===== config.mk =====
export PLATFORM = sky130hd
export DESIGN_NAME = leak_detect_qualifier
export DESIGN_NICKNAME = d
export VERILOG_FILES = /design/src/sv/ldq_pkg.sv /design/src/sv/ldq_cfg_regs.sv /design/src/sv/ldq_core.sv /design/src/sv/leak_detect_qualifier.sv
export SDC_FILE = /design/constraint.sdc
export NUM_CORES = 1
export LEC_CHECK = 0
export BUFFER_PORTS_ARGS = -buffer_cell sky130_fd_sc_hd__clkbuf_2
export CORE_ASPECT_RATIO = 0.5
export CORE_UTILIZATION = 60
export CTS_BUF_LIST = sky130_fd_sc_hd__clkbuf_2
export DETAILED_ROUTE_END_ITERATION = 10
export PLACE_DENSITY = 0.87
export SYNTH_ARGS = -nofsm -noshare
export SYNTH_HDL_FRONTEND = slang
export SYNTH_SLANG_ARGS = --single-unit

===== constraint.sdc =====
create_clock -name clk -period 3.2 [get_ports clk]
set_input_delay 0.32 -clock clk [delete_from_list [all_inputs] [get_ports clk]]
set_output_delay 0.32 -clock clk [all_outputs]
set_load 0.02 [all_outputs]

===== src/sv/ldq_pkg.sv =====
// ldq_pkg: shared types and constants of the leak detect qualifier
// transaction structs, command and status codes, register indexes, reset values
// no dependencies
`timescale 1ns / 1ps
`default_nettype none

package ldq_pkg;

	localparam int SAMPLE_W   = 12;
	localparam int SENSOR_W   = 6;
	localparam int TICKS_W    = 8;
	localparam int CFG_IDX_W  = 2;
	localparam int CFG_DATA_W = 12;

	// sensors actually wired to the field; higher bits are ignored
	localparam int NUM_SENSORS = 6;
	localparam logic [SENSOR_W-1:0] SENSOR_MASK = SENSOR_W'((1 << NUM_SENSORS) - 1);

	localparam logic [SAMPLE_W-1:0] WINDOW_LOW_RST  = 12'd11;
	localparam logic [SAMPLE_W-1:0] WINDOW_HIGH_RST = 12'd3000;
	localparam logic [TICKS_W-1:0]  HAZARD_TICKS_RST = 8'd2;
	localparam logic [TICKS_W-1:0]  COUNT_MAX        = 8'hFF;

	localparam logic [CFG_IDX_W-1:0] REG_WINDOW_LOW   = 2'd0;
	localparam logic [CFG_IDX_W-1:0] REG_WINDOW_HIGH  = 2'd1;
	localparam logic [CFG_IDX_W-1:0] REG_HAZARD_TICKS = 2'd2;

	typedef enum logic [1:0] {
		CMD_SAMPLE   = 2'd0,
		CMD_HAZARD   = 2'd1,
		CMD_CRITICAL = 2'd2,
		CMD_STATUS   = 2'd3
	} ldq_cmd_t;

	localparam logic [1:0] STATUS_DRY      = 2'd0;
	localparam logic [1:0] STATUS_HAZARD   = 2'd1;
	localparam logic [1:0] STATUS_CRITICAL = 2'd2;

	typedef struct packed {
		logic [1:0]          command;
		logic [SAMPLE_W-1:0] adc_sample;
		logic [SENSOR_W-1:0] sensor_bits;
	} ldq_in_t;

	typedef struct packed {
		logic [1:0] status_code;
		logic       critical_active;
		logic       hazard_active;
		logic       dry_active;
	} ldq_out_t;

	typedef struct packed {
		logic [SAMPLE_W-1:0] window_low;
		logic [SAMPLE_W-1:0] window_high;
		logic [TICKS_W-1:0]  hazard_ticks;
	} ldq_cfg_t;

endpackage

`default_nettype wire


===== src/sv/ldq_cfg_regs.sv =====
// ldq_cfg_regs: window and hazard threshold configuration registers
// depends on ldq_pkg
`timescale 1ns / 1ps
`default_nettype none

module ldq_cfg_regs
	import ldq_pkg::*;
(
	input  wire logic                  clk,
	input  wire logic                  arst_n,
	input  wire logic                  cfg_we,
	input  wire logic [CFG_IDX_W-1:0]  cfg_index,
	input  wire logic [CFG_DATA_W-1:0] cfg_wdata,
	output ldq_cfg_t                   cfg
);

	ldq_cfg_t cfg_q;

	always_ff @(posedge clk or negedge arst_n) begin
		if (!arst_n) begin
			cfg_q.window_low   <= WINDOW_LOW_RST;
			cfg_q.window_high  <= WINDOW_HIGH_RST;
			cfg_q.hazard_ticks <= HAZARD_TICKS_RST;
		end else if (cfg_we) begin
			case (cfg_index)
				REG_WINDOW_LOW:   cfg_q.window_low   <= cfg_wdata[SAMPLE_W-1:0];
				REG_WINDOW_HIGH:  cfg_q.window_high  <= cfg_wdata[SAMPLE_W-1:0];
				REG_HAZARD_TICKS: cfg_q.hazard_ticks <= cfg_wdata[TICKS_W-1:0];
				default: begin
					// unmapped index, write dropped
				end
			endcase
		end
	end

	assign cfg = cfg_q;

endmodule

`default_nettype wire


===== src/sv/ldq_core.sv =====
// ldq_core: qualifier state and its single-pass update for one transaction
// depends on ldq_pkg; configuration comes from ldq_cfg_regs
`timescale 1ns / 1ps
`default_nettype none

module ldq_core
	import ldq_pkg::*;
#(
	parameter int NUM_CHANNELS = 4
) (
	input  wire logic     clk,
	input  wire logic     arst_n,
	input  wire ldq_cfg_t cfg,
	input  wire logic     update,
	input  wire ldq_in_t  item,
	output ldq_out_t      result
);

	localparam int CH_W = (NUM_CHANNELS > 1) ? $clog2(NUM_CHANNELS) : 1;
	localparam logic [CH_W-1:0] CH_LAST = CH_W'(NUM_CHANNELS - 1);

	logic [CH_W-1:0]         ptr_q, ptr_d;
	logic [NUM_CHANNELS-1:0] wet_q, wet_d;
	logic [NUM_CHANNELS-1:0] prev_q, prev_d;
	logic                    crit_q, crit_d;
	logic                    hazard_q, hazard_d;
	logic                    dry_q, dry_d;
	logic [TICKS_W-1:0]      count_q, count_d;
	logic                    in_window;
	logic                    any_wet_sensor;

	assign in_window = (item.adc_sample < cfg.window_high) &&
		(item.adc_sample > cfg.window_low);
	assign any_wet_sensor = (item.sensor_bits & SENSOR_MASK) != SENSOR_MASK;

	always_comb begin
		ptr_d    = ptr_q;
		wet_d    = wet_q;
		prev_d   = prev_q;
		crit_d   = crit_q;
		hazard_d = hazard_q;
		dry_d    = dry_q;
		count_d  = count_q;
		case (item.command)
			CMD_SAMPLE: begin
				wet_d[ptr_q] = in_window;
				ptr_d = (ptr_q == CH_LAST) ? '0 : ptr_q + 1'b1;
			end
			CMD_HAZARD: begin
				if (any_wet_sensor) begin
					count_d = (count_q == COUNT_MAX) ? count_q : count_q + 1'b1;
					if (count_d >= cfg.hazard_ticks) begin
						hazard_d = 1'b1;
						dry_d    = 1'b0;
					end
				end else begin
					count_d  = '0;
					hazard_d = 1'b0;
					dry_d    = 1'b1;
				end
			end
			CMD_CRITICAL: begin
				// wet now and at the previous tick latches for good
				if (|(wet_q & prev_q))
					crit_d = 1'b1;
				prev_d = wet_q;
			end
			default: begin
				// status read leaves state alone
			end
		endcase
	end

	always_ff @(posedge clk or negedge arst_n) begin
		if (!arst_n) begin
			ptr_q    <= '0;
			wet_q    <= '0;
			prev_q   <= '0;
			crit_q   <= 1'b0;
			hazard_q <= 1'b0;
			dry_q    <= 1'b1;
			count_q  <= '0;
		end else if (update) begin
			ptr_q    <= ptr_d;
			wet_q    <= wet_d;
			prev_q   <= prev_d;
			crit_q   <= crit_d;
			hazard_q <= hazard_d;
			dry_q    <= dry_d;
			count_q  <= count_d;
		end
	end

	always_comb begin
		if (crit_d)
			result.status_code = STATUS_CRITICAL;
		else if (hazard_d)
			result.status_code = STATUS_HAZARD;
		else
			result.status_code = STATUS_DRY;
		result.critical_active = crit_d;
		result.hazard_active   = hazard_d;
		result.dry_active      = dry_d;
	end

	a_crit_sticky: assert property (@(posedge clk) disable iff (!arst_n)
		!$fell(crit_q))
		else $error("critical latch released");

	a_hazard_dry_excl: assert property (@(posedge clk) disable iff (!arst_n)
		hazard_q != dry_q)
		else $error("hazard and dry flags not complementary");

	a_ptr_range: assert property (@(posedge clk) disable iff (!arst_n)
		ptr_q <= CH_LAST)
		else $error("channel pointer out of range");

endmodule

`default_nettype wire


===== src/sv/leak_detect_qualifier.sv =====
// leak_detect_qualifier: an accepted transaction is captured in the input register, and its result
// is loaded into the result register when stage 1 advances, then held there until taken
// throughput one transaction per cycle, set by the input register feeding the
// state update and result register; a stalled result holds the input stage
// reset: windows 11..3000, hazard threshold 2, all flags clear except dry,
// channel pointer at the first channel, both pipeline stages empty
`timescale 1ns / 1ps
`default_nettype none

module leak_detect_qualifier
	import ldq_pkg::*;
#(
	parameter int NUM_CHANNELS = 4
) (
	input  wire logic                  clk,
	input  wire logic                  arst_n,
	// input transactions
	input  wire logic                  in_valid,
	output logic                       in_ready,
	input  wire ldq_in_t               in_data,
	// result transactions
	output logic                       out_valid,
	input  wire logic                  out_ready,
	output ldq_out_t                   out_data,
	// configuration write port
	input  wire logic                  cfg_we,
	input  wire logic [CFG_IDX_W-1:0]  cfg_index,
	input  wire logic [CFG_DATA_W-1:0] cfg_wdata
);

	ldq_cfg_t cfg;

	// stage 1: captured input transaction
	logic    in_valid_s1;
	ldq_in_t in_data_s1;

	// stage 2: result register
	logic     out_valid_s2;
	ldq_out_t out_data_s2;

	ldq_out_t result;
	logic     advance;

	// stage 1 moves on whenever the result register is free or being drained;
	// the qualifier state is updated in the same cycle, keeping order
	assign advance  = in_valid_s1 && (!out_valid_s2 || out_ready);
	assign in_ready = !in_valid_s1 || advance;

	ldq_cfg_regs u_cfg_regs (
		.clk       (clk),
		.arst_n    (arst_n),
		.cfg_we    (cfg_we),
		.cfg_index (cfg_index),
		.cfg_wdata (cfg_wdata),
		.cfg       (cfg)
	);

	ldq_core #(
		.NUM_CHANNELS (NUM_CHANNELS)
	) u_core (
		.clk    (clk),
		.arst_n (arst_n),
		.cfg    (cfg),
		.update (advance),
		.item   (in_data_s1),
		.result (result)
	);

	// input register: control reset, payload loads on acceptance
	always_ff @(posedge clk or negedge arst_n) begin
		if (!arst_n) begin
			in_valid_s1 <= 1'b0;
		end else if (in_ready) begin
			in_valid_s1 <= in_valid;
		end
	end

	always_ff @(posedge clk) begin
		if (in_valid && in_ready)
			in_data_s1 <= in_data;
	end

	// result register: the status after the transaction, held until taken
	always_ff @(posedge clk or negedge arst_n) begin
		if (!arst_n) begin
			out_valid_s2 <= 1'b0;
		end else if (advance) begin
			out_valid_s2 <= 1'b1;
		end else if (out_ready) begin
			out_valid_s2 <= 1'b0;
		end
	end

	always_ff @(posedge clk) begin
		if (advance)
			out_data_s2 <= result;
	end

	assign out_valid = out_valid_s2;
	assign out_data  = out_data_s2;

endmodule

`default_nettype wire


==> summary.txt <==
Run status
  – Status: finished, final reports clean

Finish
  – Layout Cells excl Fill: 520
  – Util after Layout: between 70 and 80%
  – Design area: a little under 5000 µm²
  – Fillers: between 300 and 400
  – Nets: 502
  – Area of the multi-input gates: about 1700 µm²
  – Synthesis-to-layout area growth: 21.7%
  – Diodes inserted: 0
  – Layout cells sized above 1: between 20% and 30%
  – Register Area: 2140 µm²

GRT
  – Remaining Overflow, GRT: 0
  – Global-route wire length before repair: roughly 14 mm
  – Largest net degree at the start of global routing: 39
  – Initial antenna violation count: 0
  – Number of global-route vias before repair: 2981
  – GR Util All Layers: between 20% and 30%

Clock tree
  – Post-CTS Setup Inserts: 0
  – CTS Hold Bufs: 34
  – TritonCTS clock tree: done
  – Max H-tree Level: 3
  – Clk pin slew, worst setup/hold paths: roughly 0.23 ns
  – Max clock buf depth: 2
  – Worst skew pair latency: roughly 0.58 ns
  – Post-cts gate resize count: 0
  – CTS buffer count: 9
  – # clock sinks: 80
  – Clk root buf: clkbuf_2

Yosys
  – Top-area cell type share of the netlist area: a little over a quarter
  – Mapped cell area: slightly below 4000 µm²
  – Ys flop type: dfrtp_1
  – Asr flop ratio synth: between 60% and 70%
  – Post-synth EDFFs: 25
  – Seq cells post-synth: 80
  – Dominant cell type by area after synthesis: dfrtp_1
  – Syn Inst Count: 340
  – Largest cells by area after synthesis: dfrtp_1 (27%), edfxtp_1 (19%), ha_1 (11%), dfstp_2 (8.0%), mux2_2 (7.4%)
  – Yosys warning total: 0
  – Post-Syn Nets: between 400 and 500
  – Sequential share of the synthesized area: roughly 54%
  – Synth unique cells: 45
  – Syn avg cell area: about 12 µm²

Place
  – IO Port Bufs: 45
  – DP Area: roughly 4300 µm²
  – Worst slack, placed: 0.305 ns
  – RePlAce Congestion: 0.887
  – Inst Count DP: 470
  – Hpwl dp: 5.78 mm

Setup path
  – Crit path max fanout: 7
  – Crit. Startpoint: u_core.count_q[0]
  – CP Class: reg -> reg
  – Kind of start point of the critical path: flip-flop
  – Crit end category: flip-flop
  – CP cell instances: ha_1, nand4_1, mux2_2, ha_1, nor2b_1, o211ai_1, a311oi_1, o21ai_0, a22o_1
  – CP arrival: around 3.3 ns
  – Critical-path top delay cell: dfrtp_1
  – CP max stage delay: ~0.52 ns
  – Required time of the critical path: 3.54 ns
  – CP dominant cell by count: ha_1
  – Critical R2R Launch: u_core.count_q[0]

STA
  – Worst slew margin: between 30 and 40%
  – # setup viols final: 0
  – Worst Skew: roughly 0.038 ns
  – FMAX: between 300 and 400 MHz
  – Tcrit/Tclk final: just over 90%
  – Setup TNS Final: 0 ns
  – Hold Vio Cnt, Final: 0
  – Least-Margin Pin Slew: roughly 0.95 ns
  – RSZ-0062 raised after global routing: no
  – Max-slew violation count: 0
  – Worst setup margin: roughly 0.21 ns
  – Final min period: 2.99 ns

Pwr
  – Clock group share of total power: between 20% and 30%
  – Reg power frac: between 40 and 50%
  – Cell-internal power: just over 0.002 W
  – Worst vdd ir: between 0.0003 and 0.0004 V
  – NetSw: about 0.00087 W
  – Static Leak: 2.20 nW
  – Gate power share: about a quarter
  – Pwr dens: 600 nW/µm²
  – Switching Fraction: approximately 30%

Floorplan
  – Initial Utilization: 63.8%
  – Die W: 117 µm
  – Ports: 46
  – Row count: 20
  – Die area: roughly 7000 µm²
  – Die height: 59.4 µm
  – Area of the core: 6210 µm²

Run
  – Max cap viols: 0

Min path
  – Worst hold start: out_ready
  – Type of the worst min-delay path: in -> reg

Route
  – Drt drc: 0
  – Initial drt markers: ~180
  – Via count: 2913
  – Antenna Nets Post-Route: 0
  – Post-DR vias/cell: around 5.6
  – Routed WL per cell: about 16 µm
  – Detailed-route wire length: between 8 and 9 mm
  – Drt first pass iters: 6
state kept, by name (all words and copies together), names as in the netlist:
name and count:
u_core.wet_q 4, u_core.prev_q 4, in_data_s1 20, out_data 5, u_core.dry_q 1, u_core.hazard_q 1, u_cfg_regs.cfg 32, in_valid_s1 1
out_valid 1, u_core.count_q 8, u_core.ptr_q 2, u_core.crit_q 1
layout by cell type, fill, tap and decap left out, drive strengths merged, types with 4 or more instances in the layout:
cell,Yosys,final
nand4,8,8
nor2,8,8
dlygate4sd3,0,34
inv,37,38
dfstp,12,12
edfxtp,25,25
a21oi,12,12
ha,36,36
nor2b,4,4
nand3,4,4
clkbuf,3,54
o21ai,26,26
o31ai,8,8
nand2,35,35
mux2,27,27
a21o,4,4
nor3,5,5
dfrtp,43,43
nand2b,4,4
bufinv,0,4
xnor2,5,5
synth_stat cells (2+ instances only):
master    instances
dfstp_2          12
nand2_1          35
nand4_1           8
edfxtp_1         25
nand3b_1          2
o21ai_0          26
nor2_1            8
o31ai_1           8
a21oi_1          12
ha_1             36
nand2b_1          4
a41oi_1           2
xnor2_1           5
and2_1            3
inv_1            37
a22o_1            3
clkbuf_1          3
and3_1            2
o21bai_1          2
nor2b_1           4
dfrtp_1          43
nand3_1           3
buf_4             2
mux2_2           26
a22oi_1           2
a21o_1            4
nor3_1            5
metrics by stage:
stage	total power, W	hold slack, ns
detailed placement	0.00207	0.460
global placement	0.00199	0.450
CTS	0.00287	0.0353
global route	0.00305	0.0277
floorplan	0.00185	0.0244
finish	0.00289	0.0704
worst paths after layout:
check | end | slack, ns | cells after the start
worst max-delay path | out_data[0] | 0.21 | 9
worst min-delay path | out_valid | 0.07 | 3
worst max register to register | out_data[0] | 0.21 | 9
worst min register to register | u_core.crit_q | 0.50 | 1
max in group asynchronous | u_cfg_regs.cfg[1] | 1.97 | 3
min in group asynchronous | u_cfg_regs.cfg[25] | 0.39 | 2
worst max-delay path, delay by kind of cell, from the launching register on:
kind | cells | cell delay (ns)
muxes | 1 | 0.36
and+or+nand+nor | 2 | 0.43
DFF | 1 | 0.52
adders and majority gates | 2 | 0.62
AOI/OAI and AO/OA | 4 | 0.84
layout make-up:
class,instances,area share (%)
multi-input combinational,217,34.3
sequential,80,44.4
clock inverter,7,2.96
tap,88,2.28
inverter,37,2.88
clock buffer,9,0.935
timing repair buffer,82,12.2
logic make-up after synthesis:
| family | after synthesis | synth area share [%] |
|---|---|---|
| mux | 28 | 8.03 |
| xor+xnor | 5 | 1.11 |
| buf+inv | 43 | 4.27 |
| flops | 80 | 54.1 |
| simple gates | 80 | 10.2 |
| compound gates | 68 | 10.9 |
| fa+ha+maj | 36 | 11.4 |
power by group through the flow:
stage	Clock [W]	Combinational, W	Sequential [W]
finish	0.000783	0.000708	0.00140
detailed placement	0	0.000651	0.00142
global route	0.000834	0.000789	0.00142
floorplan	0	0.000462	0.00139
global placement	0	0.000591	0.00140
CTS	0.000789	0.000689	0.00140
layer usage:
metal,global-route usage [%],up-vias,wire (µm)
met4,13.0,0,248
li1,-,1387,-
met5,0,-,0
met1,31.6,1407,3560
met3,8.28,32,372
met2,48.3,87,4200
Note: power is estimated with default switching activity, not from simulation.
